### src/design/cda_ram.sv
// Generic simple dual-port RAM with registered read data.
module cda_ram #(
    parameter int WIDTH = 32,
    parameter int DEPTH = 128
) (
    input  logic                     i_clk,
    input  logic                     i_we,
    input  logic [$clog2(DEPTH)-1:0] i_waddr,
    input  logic [WIDTH-1:0]         i_wdata,
    input  logic [$clog2(DEPTH)-1:0] i_raddr,
    output logic [WIDTH-1:0]         o_rdata
);

    logic [WIDTH-1:0] r_mem [DEPTH];
    logic [WIDTH-1:0] r_rdata;

    always_ff @(posedge i_clk) begin
        if (i_we) begin
            r_mem[i_waddr] <= i_wdata;
        end
        r_rdata <= r_mem[i_raddr];
    end

    assign o_rdata = r_rdata;

endmodule

### config.mk
export PLATFORM = sky130hd
export DESIGN_NAME = cda_ram
export DESIGN_NICKNAME = d
export VERILOG_FILES = /design/src/design/cda_ram.sv
export SDC_FILE = /design/constraint.sdc
export NUM_CORES = 2
export LEC_CHECK = 0
export BUFFER_PORTS_ARGS = -buffer_cell sky130_fd_sc_hd__buf_2
export CORE_MARGIN = 2
export CORE_UTILIZATION = 45
export CTS_CLUSTER_DIAMETER = 200
export DETAILED_ROUTE_END_ITERATION = 12
export HOLD_SLACK_MARGIN = 0.1
export SKIP_CTS_REPAIR_TIMING = 1
export SLEW_MARGIN = 10
export SYNTH_ARGS = -nofsm -noshare
export SYNTH_HDL_FRONTEND = slang
export SYNTH_SLANG_ARGS = --single-unit
export TNS_END_PERCENT = 5
### constraint.sdc
create_clock -name i_clk -period 9.9 [get_ports i_clk]
set_input_delay 1.485 -clock i_clk [delete_from_list [all_inputs] [get_ports i_clk]]
set_output_delay 1.485 -clock i_clk [all_outputs]
set_load 0.05 [all_outputs]
* After elaboration in Yosys (flattened, before gate mapping)
Memories as Yosys holds them, arrays and structs flattened. A register that Yosys moved wholly into a read port is not among the register bits.
Index checks and enable logic that the tools add are counted.
** Word-level totals
- Bits in registers :: 0
- Bits in writable memories :: 4096
- Input port bits :: 48
- Output and inout bits :: 32
- Word-level logic and storage cells :: 3
- Memories :: 1
** Memories
- r_mem :: depth 128, width 32, rd ports 1, clocked after memory_dff 1, write ports 1, RTL line 14 : logic [WIDTH-1:0] r_mem [DEPTH];
** Operators by class
- Multiplexer cells :: 2
** Operator list (number)
- 1-bit 2-to-1 mux :: 2

* Depth between registers and ports, before layout
- Word-level depth :: 2
- Depth in mapped cells :: 8
- Gate-level depth less buffers :: 4

* Least setup slack after synthesis
Ideal clock, no wire load.
- Path kind :: in2reg
- Start :: input i_we
- End :: memory r_mem[98][0], enable pin
- Library setup time :: 0.461 ns
- Data arrival time :: 4.263 ns
- Required time :: 9.439 ns
- Slack :: 5.176 ns
- Cell stages on the path :: 3
- Path buffers :: 1
- Path through :: clkbuf_1 -> nand4_1 -> nor3_1
** Between the ends
- Word-level cells in the longest chain between the ends :: 2
** RTL lines
- start, declared :: RTL line 7 : input logic i_we,
- 1-bit 2-to-1 mux :: RTL line 18 : if (i_we) begin
- 1-bit 2-to-1 mux (not written as such) :: RTL line 19 : r_mem[i_waddr] <= i_wdata;
- end, declared :: RTL line 14
No other way between the ends.

==> results by group <==
Worst setup path
  – Critical path cell sequence: buf_8, buf_12, buf_4, mux4_2, mux4_2, mux4_2, mux2_2
  – Reg2reg end: o_rdata[16]$_DFF_P_
  – Buf/Inv on CP: 3
  – CP max stage delay: 0.64 ns
  – Arr. time, crit path: 5.61 ns
  – Reg2reg path depth: 4
  – Critical setup path kind: input port to register
  – Crit start category: input port
  – Launch point of the worst reg-to-reg path: r_mem[29][16]$_DFFE_PP_
  – Peak fanout along the critical path: 146
  – Crit path top cell by count: mux4_2
  – Number of cells on the critical path: 7
  – Worst Path Required: 10.69 ns
  – CP max stage cell: mux4_2
  – Reg2reg setup slack: 7.26 ns
  – Crit end category: register
  – CP top delay family: multiplexers

Timing
  – Count of final setup violators: 0
  – Crit path time final: 4.82 ns
  – Slew margin rel.: 17.3%
  – Post-route setup TNS: 0 ns
  – Worst setup margin: 5.08 ns
  – Max Clk Rate: 207 MHz
  – RSZ-0062 raised after global routing: false
  – Max Clock Skew: 0.0407 ns
  – Fin. Hold Viols: 0
  – Slew @ Worst Pin: 1.24 ns
  – Worst hold slack: 1.06 ns
  – Period utilisation layout: 48.7%
  – Slew Limit Fails: 0

Power and ir drop
  – Register share of total power: 53.0%
  – Combinational power share: 5.3%
  – Net Sw Frac: 21.2%
  – Clk network pwr share: 41.7%
  – Leakage: 53.9 nW
  – Power Density: 206 nW/um^2
  – Power Internal: 28.8 mW
  – Final Power: 36.6 mW
  – Peak VDD IR: 0.157 mV
  – NetSw: 7.77 mW

Clock tree
  – Root buffer cell: clkbuf_16
  – Clock Pin Slew Worst Setup and Hold Paths: 0.06 ns
  – Htree depth: 5
  – CTS tree: yes
  – Worst-Skew Late Latency: 0.91 ns
  – CTS buffer count: 406
  – Clk buf depth: 4
  – Clk sinks: 4128

Finish
  – Final Core Density: 51.2%
  – Post-route cell area: 177000 sq um
  – Share of cells above drive strength 1: 35.4%
  – Fin nets: 6422
  – Post-Layout Cell Count: 11.4k
  – Area growth, synth to finish: 13.4%

Synthesis
  – Synthesized area per cell: 26.1 sq um
  – Synth warnings: 0
  – Area contributors post-synth: edfxtp_1, mux4_2, clkbuf_1, dfxtp_1, nor2_1
  – Most used DFF post-synth: edfxtp_1
  – Post-synth ARST share: 0%
  – Synth Cell Area: 156000 sq um
  – Mapped Cells: 5990
  – Number of synthesized flops with an enable pin: 4096
  – Synthesized flop and latch total: 4128
  – Top-count cell post-synth: edfxtp_1
  – Mapped Nets: 6038
  – Top cell type by total area after synthesis: edfxtp_1
  – Distinct cell type count after synthesis: 17
  – Top-area cell type share of the netlist area: 78.7%
  – Top cells by count, synth: edfxtp_1, mux4_2, clkbuf_1
  – Register area share after synthesis: 79.1%

Drt
  – Vias: 71.0k
  – # DRC: 0
  – WL/cell: 36.9 microns
  – DRT Pass-1 Iters: 7
  – Antenna-violating nets left: 0
  – Via density: 6.25
  – DR iter-0 viols: 10.6k
  – Routed wire length: 419000 microns

Floorplanning
  – Placeable Area: 346000 sq um
  – I/O pin cnt: 80
  – Die area: 352000 sq um
  – Die height: 593 microns
  – Initial core utilization: 45.2%
  – Die W: 593 microns
  – Row cnt: 216

Global routing
  – Antenna violations before repair: 54
  – Met2 Use GR: 37.9%
  – Total GRT Usage: 23.8%
  – Vias in the first global route: 70.6k
  – Largest net degree at the start of global routing: 154
  – Overflow after GRT: 0
  – Global Route met3 Usage: 4.88%
  – Global-route wire length before repair: 574000 microns
  – Busiest grt layer: met2
  – Met1 usage: 34.1%

Placed design
  – Cell Area, Placed: 164000 sq um
  – Placed Cells: 10.5k
  – Worst slack at placement: 4.25 ns
  – HPWL Detailed: 219000 microns
  – Port Buf Inserts: 79
  – RePlAce Congestion: 0.806

Outcome
  – Outcome: finished, final reports clean

Job
  – Max-cap violations: 0

Min path
  – Worst hold start: i_wdata[17]
  – Hold Path Depth: 1
  – Worst Hold End: r_mem[116][17]$_DFFE_PP_
  – Worst hold path class: input port to register
[worst reg2reg max path: stages (launching register included)]
cell	delay, ns
edfxtp_1	0.36
mux4_2	0.51
mux4_2	0.63
mux4_2	0.69
mux2_2	0.35
[state kept, by name, indices dropped and copies added (netlist names)]
name     flops
r_mem     4096
o_rdata     32
[layout by cell type, fill, tap and decap left out, types with 9 or more instances in the layout]
master and count:
dfxtp_1 32, clkinv_1 87, buf_4 229, edfxtp_1 4096
clkinvlp_4 13, bufinv_16 38, nand2_1 11, clkbuf_16 420
diode_2 69, clkbuf_1 82, mux4_2 1344, nor2_4 119
nor3_2 9, clkinv_2 81, buf_12 18, mux2_2 32
buf_2 41
[area by class of cell]
class                           count  area (sq um)
Fill cell                       26300        169000
Sequential cell                  4128        124000
Multi-Input combinational cell   1546         32300
Clock buffer                      510         10900
Tap cell                         4578          5730
Timing Repair Buffer              292          2340
Clock inverter                    232          2150
Antenna cell                       69           173
[kinds of logic after synthesis]
family	Yosys count	share of synthesized area, %
multiplexers	1376	19.6
flip-flops	4128	79.1
buffers and inverters	316	0.839
AND/OR/NAND/NOR	170	0.446
[layer usage]
metal | vias to the layer above | routed length (microns)
met2 | 3438 | 203000
met1 | 39800 | 166000
li1 | 27200 | -
met3 | 497 | 39600
met5 | - | 133
met4 | 20 | 10200
[worst max path at each step]
stage | to | start | slack (ns)
2_1_floorplan | r_mem[98][0]$_DFFE_PP_ | i_we | 5.18
3_3_place_gp | o_rdata[23]$_DFF_P_ | i_raddr[2] | 4.23
4_1_cts | o_rdata[23]$_DFF_P_ | i_raddr[2] | 5.23
3_5_place_dp | o_rdata[23]$_DFF_P_ | i_raddr[2] | 4.25
6_report | o_rdata[23]$_DFF_P_ | i_raddr[2] | 5.08
5_1_grt | o_rdata[23]$_DFF_P_ | i_raddr[2] | 5.06
[power groups by stage]
stage	clock (mW)	sequential, mW	combinational, mW
final	15.2	19.4	1.93
after global routing	16.1	19.4	2.00
after CTS	15.5	19.4	1.95
after detailed placement	0	19.8	1.94
after global placement	0	19.8	1.92
after floorplan	0	19.8	0.931
Power figures use the tool's default switching activity.
