**src/design/cda_pkg.sv**
```systemverilog
// Shared types and constants of the crowd density alpha block.
package cda_pkg;

    localparam int MAX_UNITS   = 64;
    localparam int IDX_W       = $clog2(MAX_UNITS);
    localparam int CNT_W       = $clog2(MAX_UNITS + 1);
    localparam int ADDR_W      = IDX_W + 1;
    localparam int STORE_DEPTH = 2 ** ADDR_W;
    localparam int POS_W       = 32;
    localparam int JOB_Q_DEPTH = 2;

    localparam int RADIUS_W  = 33;
    localparam int LIMIT_W   = 4;
    localparam int ALPHA_W   = 8;
    localparam int CFG_W     = 33;
    localparam int CFG_IDX_W = 2;

    localparam logic [RADIUS_W-1:0] RADIUS_SQ_RST = 33'd262144;
    localparam logic [LIMIT_W-1:0]  LIMIT_RST     = 4'd4;
    localparam logic [ALPHA_W-1:0]  DIM_ALPHA_RST = 8'd76;
    localparam logic [ALPHA_W-1:0]  OPAQUE_ALPHA  = 8'd255;

    typedef enum logic [CFG_IDX_W-1:0] {
        CFG_RADIUS_SQ   = 2'd0,
        CFG_CROWD_LIMIT = 2'd1,
        CFG_DIM_ALPHA   = 2'd2
    } t_cfg_idx;

    typedef struct packed {
        logic signed [15:0] y;
        logic signed [15:0] x;
    } t_pos;

    typedef struct packed {
        logic signed [15:0] pos_x;
        logic signed [15:0] pos_y;
        logic               frame_end;
    } t_in_item;

    typedef struct packed {
        logic [5:0] unit_index;
        logic [3:0] neighbor_count;
        logic [7:0] alpha;
        logic       overflow;
        logic       last_result;
    } t_out_item;

    typedef struct packed {
        logic             bank;
        logic [CNT_W-1:0] n;
        logic             overflow;
    } t_job;

    typedef struct packed {
        logic valid;
        logic bank;
    } t_release;

endpackage

```
**src/design/cda_front.sv**
```systemverilog
// Front end: loads unit positions into the free store bank and queues frame jobs.
module cda_front
    import cda_pkg::*;
(
    input  logic              i_clk,
    input  logic              i_rst_n,
    input  t_in_item          i_in_data,
    input  logic              i_in_valid,
    output logic              o_in_stall,
    output logic              o_wr_en,
    output logic [ADDR_W-1:0] o_wr_addr,
    output t_pos              o_wr_data,
    output t_job              o_job,
    output logic              o_job_push,
    input  logic              i_job_full,
    input  t_release          i_rel
);

    logic [CNT_W-1:0] r_unit_count;
    logic             r_overflow;
    logic             r_bank;
    logic [1:0]       r_busy;
    logic             full;
    logic             accept;

    assign full       = (r_unit_count == CNT_W'(MAX_UNITS));
    assign o_in_stall = r_busy[r_bank] || i_job_full;
    assign accept     = i_in_valid && !o_in_stall;

    assign o_wr_en     = accept && !full;
    assign o_wr_addr   = {r_bank, r_unit_count[IDX_W-1:0]};
    assign o_wr_data.x = i_in_data.pos_x;
    assign o_wr_data.y = i_in_data.pos_y;

    assign o_job_push     = accept && i_in_data.frame_end;
    assign o_job.bank     = r_bank;
    assign o_job.n        = full ? r_unit_count : r_unit_count + CNT_W'(1);
    assign o_job.overflow = r_overflow || full;

    always_ff @(posedge i_clk) begin
        if (!i_rst_n) begin
            r_unit_count <= '0;
            r_overflow   <= 1'b0;
            r_bank       <= 1'b0;
            r_busy       <= '0;
        end else begin
            if (i_rel.valid) begin
                r_busy[i_rel.bank] <= 1'b0;
            end
            if (accept) begin
                if (i_in_data.frame_end) begin
                    r_unit_count   <= '0;
                    r_overflow     <= 1'b0;
                    r_bank         <= ~r_bank;
                    r_busy[r_bank] <= 1'b1;
                end else if (full) begin
                    r_overflow <= 1'b1;
                end else begin
                    r_unit_count <= r_unit_count + CNT_W'(1);
                end
            end
        end
    end

    a_rel_busy: assert property (@(posedge i_clk) disable iff (!i_rst_n)
        i_rel.valid |-> r_busy[i_rel.bank])
        else $error("bank released that was not in use");

    a_count_cap: assert property (@(posedge i_clk) disable iff (!i_rst_n)
        r_unit_count <= CNT_W'(MAX_UNITS))
        else $error("unit count beyond capacity");

endmodule

```
**config.mk**
```make
export PLATFORM = sky130hd
export DESIGN_NAME = cda_front
export DESIGN_NICKNAME = d
export VERILOG_FILES = /design/src/design/cda_pkg.sv /design/src/design/cda_front.sv
export SDC_FILE = /design/constraint.sdc
export NUM_CORES = 1
export LEC_CHECK = 0
export ABC_AREA = 1
export BUFFER_PORTS_ARGS = -buffer_cell sky130_fd_sc_hd__buf_2
export CORE_AREA = 4 4 55 57
export DETAILED_ROUTE_END_ITERATION = 12
export DIE_AREA = 0 0 59 61
export PLACE_DENSITY = 0.79
export SLEW_MARGIN = 5
export SYNTH_ARGS = -nofsm -noshare
export SYNTH_HDL_FRONTEND = slang
export SYNTH_SLANG_ARGS = --single-unit
```
**constraint.sdc**
```tcl
create_clock -name i_clk -period 2.3 [get_ports i_clk]
set_input_delay 0.115 -clock i_clk [delete_from_list [all_inputs] [get_ports i_clk]]
set_output_delay 0.115 -clock i_clk [all_outputs]
set_load 0.1 [all_outputs]
```
## Word level (Yosys, flattened, before mapping)

Index checks and enable logic that the tools add are counted.

- Flip-flop bits (word level): 11
- Latch bits: 0
- RAM bits: 0
- Memory bits (read-only): 0
- Output and inout bits: 51
- Memories kept: 0

- $add $sub $neg: 1
- $mul: 0
- Div/mod/pow operators: 0
- Magnitude comparators: 4
- Eq/ne operators: 1
- Shift-type cells: 0
- Mux-type cells: 14
- Bitwise operators: 4
- Reductions and logical operators: 12

Operators by type and width:

| cell | count |
|---|---|
| $mux W7 | 2 |
| $mux W2 | 4 |
| $add A7 B1 Y7 const B | 1 |
| $eq A7 B7 Y1 const B | 1 |
| $mux W1 | 6 |
| $logic_and A1 B1 Y1 | 5 |
| $lt A1 B2 Y1 const B | 2 |
| $reduce_and A2 Y1 | 2 |
| $and A2 B2 Y2 | 1 |
| $demux W1 S1 | 2 |
| $ge A1 B1 Y1 const B | 2 |
| $logic_not A1 Y1 | 2 |
| $logic_or A1 B1 Y1 | 2 |
| $not A2 Y2 | 1 |
| $or A2 B2 Y2 | 1 |
| $reduce_bool A2 Y1 | 1 |
| $not A1 Y1 | 1 |

## Logic depth before layout (Yosys ltp)

- Depth after elaboration: 11
- Mapped depth: 9
- Gate-level depth less buffers: 9

## Worst setup path before layout

OpenSTA, ideal clock, no wires.

- Path kind: register to register
- From: register r_unit_count[2]
- To: register r_unit_count[3]
- Setup time: 0.070 ns
- Data arrival time: 2.315 ns
- Data required time: 2.230 ns
- Path slack: -0.086 ns
- Cell stages (with the launch flop): 5
- Path buffers: 0
- Period minus slack after synthesis: 2.386 ns
- Path through: dfxtp_1 nand3_1 xor2_1 nand2_1 a21oi_1

RTL lines:

| item | line | text |
|---|---|---|
| start, declared | cda_front.sv:19 | `logic [CNT_W-1:0] r_unit_count;` |
| start signal, assigned | cda_front.sv:59 | `r_unit_count <= r_unit_count + CNT_W'(1);` |

==> results.tsv <==
stage	metric	value	unit
outcome	run_status	complete, no violations	
clocking	clockBufferDepth	2	
critical_path	critical_path.cell_chain	inv_1 -> ha_1 -> inv_1 -> nor2_1 -> nand3_1 -> inv_1 -> or2_2 -> buf_2	
floorplan	rows	18	
placed_design	dp_hpwl	1.530	mm
sta	worstMarginPinSlew	0.4933	ns
final_layout	layout_commonest_cell	nand2_1	
sta	drv_slew	0	
sta	hold_viol	0	
synth	synthesis.area	967.2	sq um
clocking	cts_setup_buffers	0	
clocking	insertion_delay	0.26	ns
critical_path	crit_family	buffers and inverters	
synth	synth_warnings	0	
critical_path	startpoint_type	register	
placed_design	dp_slack	0.6190	ns
final_layout	num-nets-final	166	
clocking	htree_levels	1	
sta	maxSlewHeadroom	67.34	%
global_route	grt_antenna_before_repair	0	
floorplan	die_w	59	microns
global_route	grt_usage	10.54	%
sta	rsz0062_at_grt	no	
critical_path	path_max_fanout	6	
floorplan	core	2477	sq um
synth	yosys.area.top_type_share	31.05	%
drt	avgViaCountPerCell	4.727	
drt	route.vias.total	728	
clocking	cts.sinks	11	
sta	tns	0	ns
power	power_switching_share	33.99	%
sta	fin_crit	1.970	ns
synth	synthDistinctLibCells	21	
global_route	grt_pass1_vias	689	
drt	wl_per_cell	12.13	microns
power	pwr-share-seq	46.9	%
critical_path	path_common_cell	inv_1	
clocking	cts_hold_buf	0	
sta	finalSetupViolCount	0	
sta	fin_ws	0.3299	ns
power	powerDensity	494.7	nW/um^2
synth	synth_area_leader_cell	buf_4	
power	power.internal	277.0	uW
critical_path	cp_data_arrival_time	1.86	ns
final_layout	diodes	0	
critical_path	crit_type	register to output pin	
synth	yosys-top-cells-area	buf_4 (31%), dfxtp_1 (23%), nand2_1 (11%)	
drt	drtAntennaViolNets	0	
critical_path	critical_path_required	2.18	ns
job	drv_cap	0	
power	pwr-share-clk	30.0	%
synth	syn-instance-count	137	
power	switchingPower	142.7	uW
drt	dr.pass1.iters	4	
sta	finalCritPeriodShare	85.65	%
clocking	cts_tree	done	
global_route	grt_first_pass_wirelength	2.973	mm
power	leakage	0.4185	nW
critical_path	critPathSlowestCell	dfxtp_1	
global_route	grt_remaining_overflow	0	
drt	drt-total-wl	1.868	mm
critical_path	slowest_delay	0.42	ns
global_route	grt_max_degree	13	
floorplan	die-area	3599	sq um
placed_design	io_buffers	25	
clocking	cts_resized	0	
power	combPwrFrac	23.1	%
final_layout	layout-area-overhead-vs-synth	-12.29	%
placed_design	placed_cells	150	
floorplan	initial_utilization	39.04	%
final_layout	drive_gt1_share	31.45	%
final_layout	final_cells	154	
floorplan	die_y	61	microns
hold_path	worstHoldPathType	input pin to register	
drt	drc	0	
critical_path	crit_buf_inv	4	
synth	syn-num-nets	178	
drt	first_iter_violations	9	
clocking	cts_buffers	3	
final_layout	layout_common_cells	nand2_1 (28), buf_2 (25), inv_1 (15)	
synth	ys_ff_latch	11	
sta	finClkSkew	0.004371	ns
placed_design	place_congestion	0.7859	
synth	postSynthAreaPerCell	7.060	sq um
critical_path	r2r_slack	0.95	ns
synth	synth-seq-area-share	22.77	%
floorplan	ios	90	
critical_path	cp-end-kind	output pin	
sta	fmax	507.6	MHz
power	ir_drop	0.0003645	V
clocking	path_clk_slew	0.07	ns
clocking	cts_root_buffer	clkbuf_4	
## state kept, by name (all words and copies together), names as in the netlist
signal / flops
r_bank: 1
r_overflow: 1
r_busy: 2
r_unit_count: 7
## kinds of logic (layout without fill, tap and decap cells)
group / after synthesis / in the layout / share of synthesized area (%)
AOI/OAI and AO/OA: 13 / 13 / 6.727
xor gates and xnor gates: 3 / 3 / 3.494
buffers and inverters: 57 / 44 / 38.42
DFF: 11 / 11 / 22.77
adders and majority gates: 2 / 2 / 2.587
and+or+nand+nor: 51 / 51 / 26.00
## metrics by stage
step | util (%) | hold WS (ns) | cell area [sq um] | power, mW
after CTS | 34.24 | 0.1339 | 848.3 | 0.4237
after global placement | 33.18 | 0.2307 | 822.0 | 0.2981
final | 34.24 | 0.1398 | 848.3 | 0.4197
after global routing | 34.24 | 0.1597 | 848.3 | 0.4357
after detailed placement | 33.18 | 0.2307 | 822.0 | 0.2988
after floorplan | - | 0.2652 | 974.7 | 0.5497
## layout make-up
type | count | area [sq um]
Multi-Input combinational cell | 69 | 382.9
Sequential cell | 11 | 220.2
Fill cell | 293 | 1629
Tap cell | 30 | 37.54
Inverter | 15 | 56.30
Clock buffer | 4 | 26.28
Timing Repair Buffer | 25 | 125.1
## metal layers
metal / GRT usage (%) / part of all wire, %
met1: 11.73 / 37
met2: 17.82 / 48
met3: 2.979 / 12
met4: 6.472 / 3.1
met5: 0 / 0
## synthesized netlist by cell type
library cell   n
nand4_4        1
inv_1         15
or2_2          1
dfxtp_1       11
ha_1           2
buf_4         40
o21ai_0        3
nand4_1        1
xnor2_1        1
buf_6          1
nor2_4         2
a21oi_1       10
nand2_1       28
nor3_2         1
xor2_2         1
clkbuf_1       1
nor2_2         2
nand3_1        5
nor2_1         8
xor2_1         1
nand2_2        2
## worst register-to-register path: cells and delay by family, from the launching register on
kind / cells / cell delay (ns)
AOI/OAI and AO/OA: 1 / 0.11
and+or+nand+nor: 4 / 0.30
buffers and inverters: 3 / 0.22
adders and majority gates: 1 / 0.22
DFF: 1 / 0.42
## final timing paths
kind | start | to | depth (start not counted)
max | r_unit_count[0] | o_job[0] | 8
min | i_rel[0] | r_busy[1] | 4
max reg2reg | r_unit_count[0] | r_unit_count[2] | 9
min reg2reg | r_busy[1] | r_busy[1] | 2
## power by group through the flow
stage          registers (mW)  clock network (mW)  logic, mW
2_1_floorplan           0.200                   0      0.349
3_3_place_gp            0.201                   0     0.0972
3_5_place_dp            0.201                   0     0.0977
4_1_cts                 0.197               0.129     0.0977
5_1_grt                 0.197               0.136      0.103
6_report                0.197               0.126     0.0971
(Power assumes the default switching activity.)
