**config.mk**
```make
export PLATFORM = sky130hd
export DESIGN_NAME = cda_back
export DESIGN_NICKNAME = d
export VERILOG_FILES = /design/src/design/cda_pkg.sv /design/src/design/cda_back.sv
export SDC_FILE = /design/constraint.sdc
export NUM_CORES = 1
export LEC_CHECK = 0
export ABC_AREA = 1
export ABC_CLOCK_PERIOD_IN_PS = 7480
export BUFFER_PORTS_ARGS = -buffer_cell sky130_fd_sc_hd__buf_2
export CAP_MARGIN = 20
export CORE_MARGIN = 5
export CORE_UTILIZATION = 39
export CTS_CLUSTER_SIZE = 30
export DETAILED_ROUTE_END_ITERATION = 6
export GPL_ROUTABILITY_DRIVEN = 1
export HOLD_SLACK_MARGIN = 0.03
export REMOVE_ABC_BUFFERS = 1
export SLEW_MARGIN = 0
export SYNTH_ARGS = -nofsm -noshare
export SYNTH_HDL_FRONTEND = slang
export SYNTH_SLANG_ARGS = --single-unit
```
**constraint.sdc**
```tcl
create_clock -name i_clk -period 7.48 [get_ports i_clk]
set_input_delay 0.374 -clock i_clk [delete_from_list [all_inputs] [get_ports i_clk]]
set_output_delay 0.374 -clock i_clk [all_outputs]
set_load 0.01 [all_outputs]
```
**src/design/cda_pkg.sv**
```systemverilog
// Shared types and constants of the crowd density alpha block.
package cda_pkg;

    localparam int MAX_UNITS   = 64;
    localparam int IDX_W       = $clog2(MAX_UNITS);
    localparam int CNT_W       = $clog2(MAX_UNITS + 1);
    localparam int ADDR_W      = IDX_W + 1;
    localparam int STORE_DEPTH = 2 ** ADDR_W;
    localparam int POS_W       = 32;
    localparam int JOB_Q_DEPTH = 2;

    localparam int RADIUS_W  = 33;
    localparam int LIMIT_W   = 4;
    localparam int ALPHA_W   = 8;
    localparam int CFG_W     = 33;
    localparam int CFG_IDX_W = 2;

    localparam logic [RADIUS_W-1:0] RADIUS_SQ_RST = 33'd262144;
    localparam logic [LIMIT_W-1:0]  LIMIT_RST     = 4'd4;
    localparam logic [ALPHA_W-1:0]  DIM_ALPHA_RST = 8'd76;
    localparam logic [ALPHA_W-1:0]  OPAQUE_ALPHA  = 8'd255;

    typedef enum logic [CFG_IDX_W-1:0] {
        CFG_RADIUS_SQ   = 2'd0,
        CFG_CROWD_LIMIT = 2'd1,
        CFG_DIM_ALPHA   = 2'd2
    } t_cfg_idx;

    typedef struct packed {
        logic signed [15:0] y;
        logic signed [15:0] x;
    } t_pos;

    typedef struct packed {
        logic signed [15:0] pos_x;
        logic signed [15:0] pos_y;
        logic               frame_end;
    } t_in_item;

    typedef struct packed {
        logic [5:0] unit_index;
        logic [3:0] neighbor_count;
        logic [7:0] alpha;
        logic       overflow;
        logic       last_result;
    } t_out_item;

    typedef struct packed {
        logic             bank;
        logic [CNT_W-1:0] n;
        logic             overflow;
    } t_job;

    typedef struct packed {
        logic valid;
        logic bank;
    } t_release;

endpackage

```
**src/design/cda_back.sv**
```systemverilog
// Back end: counts neighbors of each stored unit and emits one result item per unit.
module cda_back
    import cda_pkg::*;
(
    input  logic                 i_clk,
    input  logic                 i_rst_n,
    input  logic                 i_cfg_we,
    input  logic [CFG_IDX_W-1:0] i_cfg_idx,
    input  logic [CFG_W-1:0]     i_cfg_wdata,
    input  t_job                 i_job,
    input  logic                 i_job_valid,
    output logic                 o_job_pop,
    output logic [ADDR_W-1:0]    o_rd_addr,
    input  t_pos                 i_rd_data,
    output t_out_item            o_out_data,
    output logic                 o_out_valid,
    input  logic                 i_out_stall,
    output t_release             o_rel
);

    typedef enum logic [2:0] {
        S_IDLE,
        S_RDI,
        S_WAITI,
        S_SWEEP,
        S_DRAIN,
        S_EMIT
    } t_state;

    t_state              r_state;
    logic [RADIUS_W-1:0] r_radius_sq;
    logic [LIMIT_W-1:0]  r_limit;
    logic [ALPHA_W-1:0]  r_dim_alpha;
    logic                r_bank;
    logic [CNT_W-1:0]    r_n;
    logic                r_ovf;
    logic [IDX_W-1:0]    r_i;
    logic [IDX_W-1:0]    r_j;
    t_pos                r_pos_i;
    logic [LIMIT_W-1:0]  r_count;
    logic                r_rd_vld;
    logic                r_rd_skip;
    logic                r_s1_vld;
    logic                r_s2_vld;
    logic [15:0]         r_ax;
    logic [15:0]         r_ay;
    logic [31:0]         r_sqx;
    logic [31:0]         r_sqy;
    logic                r_out_valid;
    t_out_item           r_out;
    t_release            r_rel;

    logic signed [16:0]  dx;
    logic signed [16:0]  dy;
    logic [32:0]         sq_sum;
    logic                hit;
    logic                out_free;
    logic                last;
    logic                crowded;

    assign o_job_pop = (r_state == S_IDLE) && i_job_valid;
    assign o_rd_addr = (r_state == S_SWEEP) ? {r_bank, r_j} : {r_bank, r_i};

    assign dx     = 17'(r_pos_i.x) - 17'(i_rd_data.x);
    assign dy     = 17'(r_pos_i.y) - 17'(i_rd_data.y);
    assign sq_sum = {1'b0, r_sqx} + {1'b0, r_sqy};
    assign hit    = (sq_sum <= r_radius_sq);

    assign out_free = !r_out_valid || !i_out_stall;
    assign last     = (CNT_W'(r_i) == r_n - CNT_W'(1));
    assign crowded  = (r_n != CNT_W'(1)) && (r_count >= r_limit);

    assign o_out_valid = r_out_valid;
    assign o_out_data  = r_out;
    assign o_rel       = r_rel;

    always_ff @(posedge i_clk) begin
        if (r_rd_vld) begin
            r_ax <= 16'(dx[16] ? -dx : dx);
            r_ay <= 16'(dy[16] ? -dy : dy);
        end
        if (r_s1_vld) begin
            r_sqx <= r_ax * r_ax;
            r_sqy <= r_ay * r_ay;
        end
    end

    always_ff @(posedge i_clk) begin
        if (!i_rst_n) begin
            r_state     <= S_IDLE;
            r_radius_sq <= RADIUS_SQ_RST;
            r_limit     <= LIMIT_RST;
            r_dim_alpha <= DIM_ALPHA_RST;
            r_rd_vld    <= 1'b0;
            r_s1_vld    <= 1'b0;
            r_s2_vld    <= 1'b0;
            r_out_valid <= 1'b0;
            r_rel       <= '0;
        end else begin
            r_rel.valid <= 1'b0;
            if (i_cfg_we) begin
                case (i_cfg_idx)
                    CFG_RADIUS_SQ:   r_radius_sq <= i_cfg_wdata[RADIUS_W-1:0];
                    CFG_CROWD_LIMIT: r_limit     <= i_cfg_wdata[LIMIT_W-1:0];
                    CFG_DIM_ALPHA:   r_dim_alpha <= i_cfg_wdata[ALPHA_W-1:0];
                    default: ;
                endcase
            end
            if (r_out_valid && !i_out_stall) begin
                r_out_valid <= 1'b0;
            end

            r_rd_vld  <= (r_state == S_SWEEP);
            r_rd_skip <= (r_j == r_i);
            r_s1_vld  <= r_rd_vld && !r_rd_skip;
            r_s2_vld  <= r_s1_vld;
            if (r_s2_vld && hit && (r_count < r_limit)) begin
                r_count <= r_count + LIMIT_W'(1);
            end

            case (r_state)
                S_IDLE: begin
                    if (i_job_valid) begin
                        r_bank  <= i_job.bank;
                        r_n     <= i_job.n;
                        r_ovf   <= i_job.overflow;
                        r_i     <= '0;
                        r_state <= S_RDI;
                    end
                end
                S_RDI: begin
                    r_count <= '0;
                    r_state <= S_WAITI;
                end
                S_WAITI: begin
                    r_pos_i <= i_rd_data;
                    r_j     <= '0;
                    r_state <= S_SWEEP;
                end
                S_SWEEP: begin
                    if (CNT_W'(r_j) == r_n - CNT_W'(1)) begin
                        r_state <= S_DRAIN;
                    end else begin
                        r_j <= r_j + IDX_W'(1);
                    end
                end
                S_DRAIN: begin
                    if (!r_rd_vld && !r_s1_vld && !r_s2_vld) begin
                        r_state <= S_EMIT;
                    end
                end
                S_EMIT: begin
                    if (out_free) begin
                        r_out_valid          <= 1'b1;
                        r_out.unit_index     <= 6'(r_i);
                        r_out.neighbor_count <= r_count;
                        r_out.alpha          <= crowded ? r_dim_alpha : OPAQUE_ALPHA;
                        r_out.overflow       <= r_ovf;
                        r_out.last_result    <= last;
                        if (last) begin
                            r_rel.valid <= 1'b1;
                            r_rel.bank  <= r_bank;
                            r_state     <= S_IDLE;
                        end else begin
                            r_i     <= r_i + IDX_W'(1);
                            r_state <= S_RDI;
                        end
                    end
                end
                default: r_state <= S_IDLE;
            endcase
        end
    end

    a_emit_drained: assert property (@(posedge i_clk) disable iff (!i_rst_n)
        (r_state == S_EMIT) |-> (!r_rd_vld && !r_s1_vld && !r_s2_vld))
        else $error("result taken before the distance pipeline drained");

    a_rel_after_emit: assert property (@(posedge i_clk) disable iff (!i_rst_n)
        r_rel.valid |-> $past(r_state == S_EMIT))
        else $error("bank released outside of result emission");

    a_sweep_range: assert property (@(posedge i_clk) disable iff (!i_rst_n)
        (r_state == S_SWEEP) |-> (CNT_W'(r_j) < r_n))
        else $error("sweep index beyond the frame");

endmodule

```
### Word-level counts from Yosys, hierarchy flattened

Index checks and enable logic that the tools add are counted.

* flip-flop bits (word level): 228
* bits of input ports: 81
* output and inout port bits: 31
* logic and storage cells: 110

* add/sub/neg operators: 9
* multiply operators: 2
* magnitude comparators: 3
* equality and inequality tests: 17
* muxes and demuxes: 20
* reductions and logical operators: 31

Operators by type and width (count)
* multiplier 16 x 16 -> 32 bit: 2
* subtractor 16 x 16 -> 17 bit: 2
* adder 32 x 32 -> 33 bit: 1
* less-or-equal comparator 33 bit: 1
* 2-to-1 mux 16 bit: 2
* negation 16 bit: 2
* 2-to-1 mux 6 bit: 5
* one-hot mux 6 bit (2 select lines): 2
* one-hot mux 3 bit (6 select lines): 1
* == test 6 x 7 -> 1 bit: 2
* adder 6 x 1 -> 6 bit (second input constant): 2
* 2-to-1 mux 3 bit: 4
* AND reduction 3 bit: 4
* != test 2 bit (second input constant): 5
* AND reduction 2 bit: 5
* logical AND 1 bit: 8
* != test 7 x 1 -> 1 bit (second input constant): 1
* subtractor 7 x 1 -> 7 bit (second input constant): 1
* == test 3 x 2 -> 1 bit (second input constant): 2
* == test 3 bit (second input constant): 2
* == test 6 bit: 1
* zero test 1 bit: 6
* nonzero test 2 bit: 3
* AND reduction 5 bit: 1
* other kinds (14): 17

### Longest topological paths before layout

* word-level depth: 6
* gate-level depth with buffers: 28
* depth with buffers taken out: 26

### Least setup slack after synthesis

Ideal clock, no wire load.

* kind: reg-to-reg
* start: register r_ax[11]
* end: register r_sqx[24], data pin
* library setup time: 0.258 ns
* arrival time: 5.436 ns
* data required time: 7.222 ns
* path slack: 1.786 ns
* cell stages (with the launch flop): 22
* path buffers: 2
* clock period less this slack: 5.694 ns
* cell sequence: edfxtp_1 clkbuf_1 clkbuf_1 nand2_1 fa_1 fa_1 inv_1 fa_1 fa_1 fa_1 inv_1 fa_1 inv_1 ha_1 a21o_1 nand3_1 nand2_1 a21oi_1 a21boi_1 inv_1 a21oi_1 xnor2_1

* cells in the longest elaborated chain, start to end: 1

RTL lines
* start: declaration: line cda_back.sv:45 `logic [15:0] r_ax;`
* start signal: assignment: line cda_back.sv:79 `r_ax <= 16'(dx[16] ? -dx : dx);`
* multiplier 16 x 16 -> 32 bit: line cda_back.sv:83 `r_sqx <= r_ax * r_ax;`
* end signal: assignment: line cda_back.sv:83
* end: declaration: line cda_back.sv:47 `logic [31:0] r_sqx;`

Every way passes these cells.
A chain may end at the register's enable or synchronous reset.

### Worst setup path after layout

* start: register r_ax[8]
* end: register r_sqx[24], data pin

The elaborated chain is that of the path after synthesis.

==> metrics <==
drt drc 0; Synth warnings 0; largest family of logic cells by synthesized area adder cells; ANT cells 0; utilization after layout around 43%; maximum clock rate 0.164 GHz; Mean Syn Cell Area 8.18 µm²; hpwl dp 50600 µm; RSZ-0062 raised after global routing no; CTS tree yes; root buf cell clkbuf_16; H-tree depth 1; number of buffers on the longest clock path 3; Row Count 98; endpoints failing setup 0; post-route cell area 31000 µm²; Lkg Pwr ~17 nW; CP Capture Type flop; Final Max Slew Viols 0; synth cell count leaders 888 x inv_1, 719 x nand2_1, 326 x fa_1; Non-Filler Instances about 4.5k; final net count between 4k and 5k; wire per inst 13.5 µm; Synth Area in Compound Gates 7.29%; max cap viols 0; Synth area leaders fa_1 23%, edfxtp_1 18%, ha_1 14%, inv_1 12%, nand2_1 9.6%; #FFs+latches synth approximately 230; final worst slack roughly 1400 ps; cell taking the most area after synthesis fa_1; Post-Synth Adder-Cell Area between 30% and 40%; Tightest Pin Transition 1020 ps; setup bufs post-CTS 0; grt total ovfl 0; Antenna Nets Post-Route 0; area of the multi-input gates 18200 µm²; post-synthesis simple-gate area fraction 16.4%; Vias/cell 4.68; first-pass GRT wire length 104000 µm; Fillers 7143; I/O pins 112; placed inst area 29600 µm²; dpl cells around 4.4k; Die ar. about 78000 µm²; clock skew ~32 ps; hold_ws 68.5 ps; xor/xnor share of the synthesized area a little over 4%; share of the synthesized area in the top cell type between 20% and 30%; CP Launch Type flop; Worst VDD drop ~0.58 mV; drt pass-1 iters 5; WP data required 7810 ps; total wire length roughly 60000 µm; Skew-Pair Late Insertion Delay roughly 590 ps; fraction of synthesized area in multiplexers 0%; Post-Syn Area 28100 µm²; period utilisation layout 81.5%; PortBufs 111; Reg clk slew, reported paths 60 ps; Final Power 13.6 mW; Syn Inst Count between 3k and 4k; status finished, final reports clean; Post-synth EDFFs 172; main flop type after synthesis edfxtp_1; height of the die 279 µm; Arrival @ worst endpoint 6420 ps; HP Class input port to flop; top-count cell post-synth inv_1; Num CTS Buffers 28; via count approximately 21k; routability cong. 0.891; Sequential cell area 6250 µm²; register area share after synthesis between 20 and 25%; initial antenna violation count 0; ys async rst share 0%; CTS sink count 226; Pwr Density 438 nW/µm²; largest net degree at the start of global routing 65; Final min period between 6000 and 7000 ps; number of global-route vias before repair approximately 22k; core area 71500 µm²; pre-CTS setup slack between 1000 and 1500 ps; CP Class flop to flop; Fin. Hold Viols 0; share of layout cells above drive strength 1 under 10%; Initial DRC Count ~1.1k; initial cell density of the core 39.4%; Horiz. Die Dim 279 µm; setup TNS 0 ps; Overall Global Routing Usage ~16%; Synth cell types 53; Area Overhead vs Synth 10.2%; Rel. slew slack between 30% and 40%; critical path fanouts, max 17
-- placed cells by master (no fill, tap or decap), drive strengths merged, types with 3 or more instances in the layout --
master	instances
nand2	741
buf	117
nand3b	8
ha	310
nand3	102
dlygate4sd3	43
nor2	176
a21boi	6
nand4	32
xor2	91
nor4	3
xnor2	37
a21oi	183
dfxtp	54
clkinv	12
or2	6
a21o	16
a31oi	12
and2	4
o21ai	113
inv	894
a211oi	3
fa	326
clkbuf	39
nor3	33
edfxtp	172
o21bai	15
o211ai	8
-- worst max-delay path, cell delays in order, from the launching register on --
cell      delay [ps]
edfxtp_1         710
nand2_1          240
inv_1             80
fa_1             530
inv_1             50
fa_1             500
inv_1             50
fa_1             500
inv_1             50
fa_1             470
inv_1             50
fa_1             530
inv_1             60
fa_1             520
inv_1             40
ha_1             340
nand2_1          120
nor2_1           110
inv_1             40
o21ai_1          360
a21boi_1         170
inv_1             80
a21oi_1           70
xnor2_1          140
-- cells by family after synthesis --
group | Yosys count
buffers and inverters | 973
and+or+nand+nor | 1106
AOI/OAI and AO/OA | 371
DFF | 226
xor gates and xnor gates | 128
adders and majority gates | 636
-- area by class of cell --
| type | instances | area share, % |
|---|---|---|
| Timing Repair Buffer | 160 | 3.37 |
| Multi-Input combinational cell | 2241 | 58.8 |
| Clock buffer | 39 | 2.55 |
| Tap cell | 950 | 3.83 |
| Sequential cell | 226 | 20.2 |
| Clock inverter | 13 | 0.416 |
| Inverter | 895 | 10.8 |
-- per-layer routing --
layer  track usage (%)  wire length (µm)  share of wire [%]  vias to the layer above
met2              27.4             28500                 47                      396
met3              1.77              2540                4.2                       74
li1                  -                 -                  -                    10800
met4              2.83              1090                1.8                        0
met1              22.0             28900                 47                     9938
met5                 0                 0                  0                        -
-- flip-flops by register name, indices dropped and copies added, names as in the netlist, 4 cells and up --
register and flops:
r_sqx 31, r_radius_sq 33, o_out_data 20, r_dim_alpha 8
r_ay 16, r_ax 16, r_limit 4, r_pos_i 32
r_j 6, r_count 4, r_n 7, r_i 6
r_sqy 31
-- report_power, final --
part	internal, mW	leakage [nW]	switching [mW]
Combinational	3.83	14.2	6.25
Sequential	2.01	2.01	0.124
Clock	0.779	0.447	0.582
-- timing repair --
action / CTS / global route
resized for setup: 0 / 0
hold buffers: 43 / 0
endpoints found under the hold margin: 43 / 0
-- path summary, 6_finish.rpt --
path                        from          to  slack, ps  depth (start not counted)
hold / removal    i_cfg_wdata[2]  r_limit[2]         70                          3
setup / recovery         r_ax[8]   r_sqx[24]       1380                         23
setup reg to reg         r_ax[8]   r_sqx[24]       1380                         23
hold reg to reg        r_rd_skip    r_s1_vld        400                          1
(Power assumes the default switching activity.)
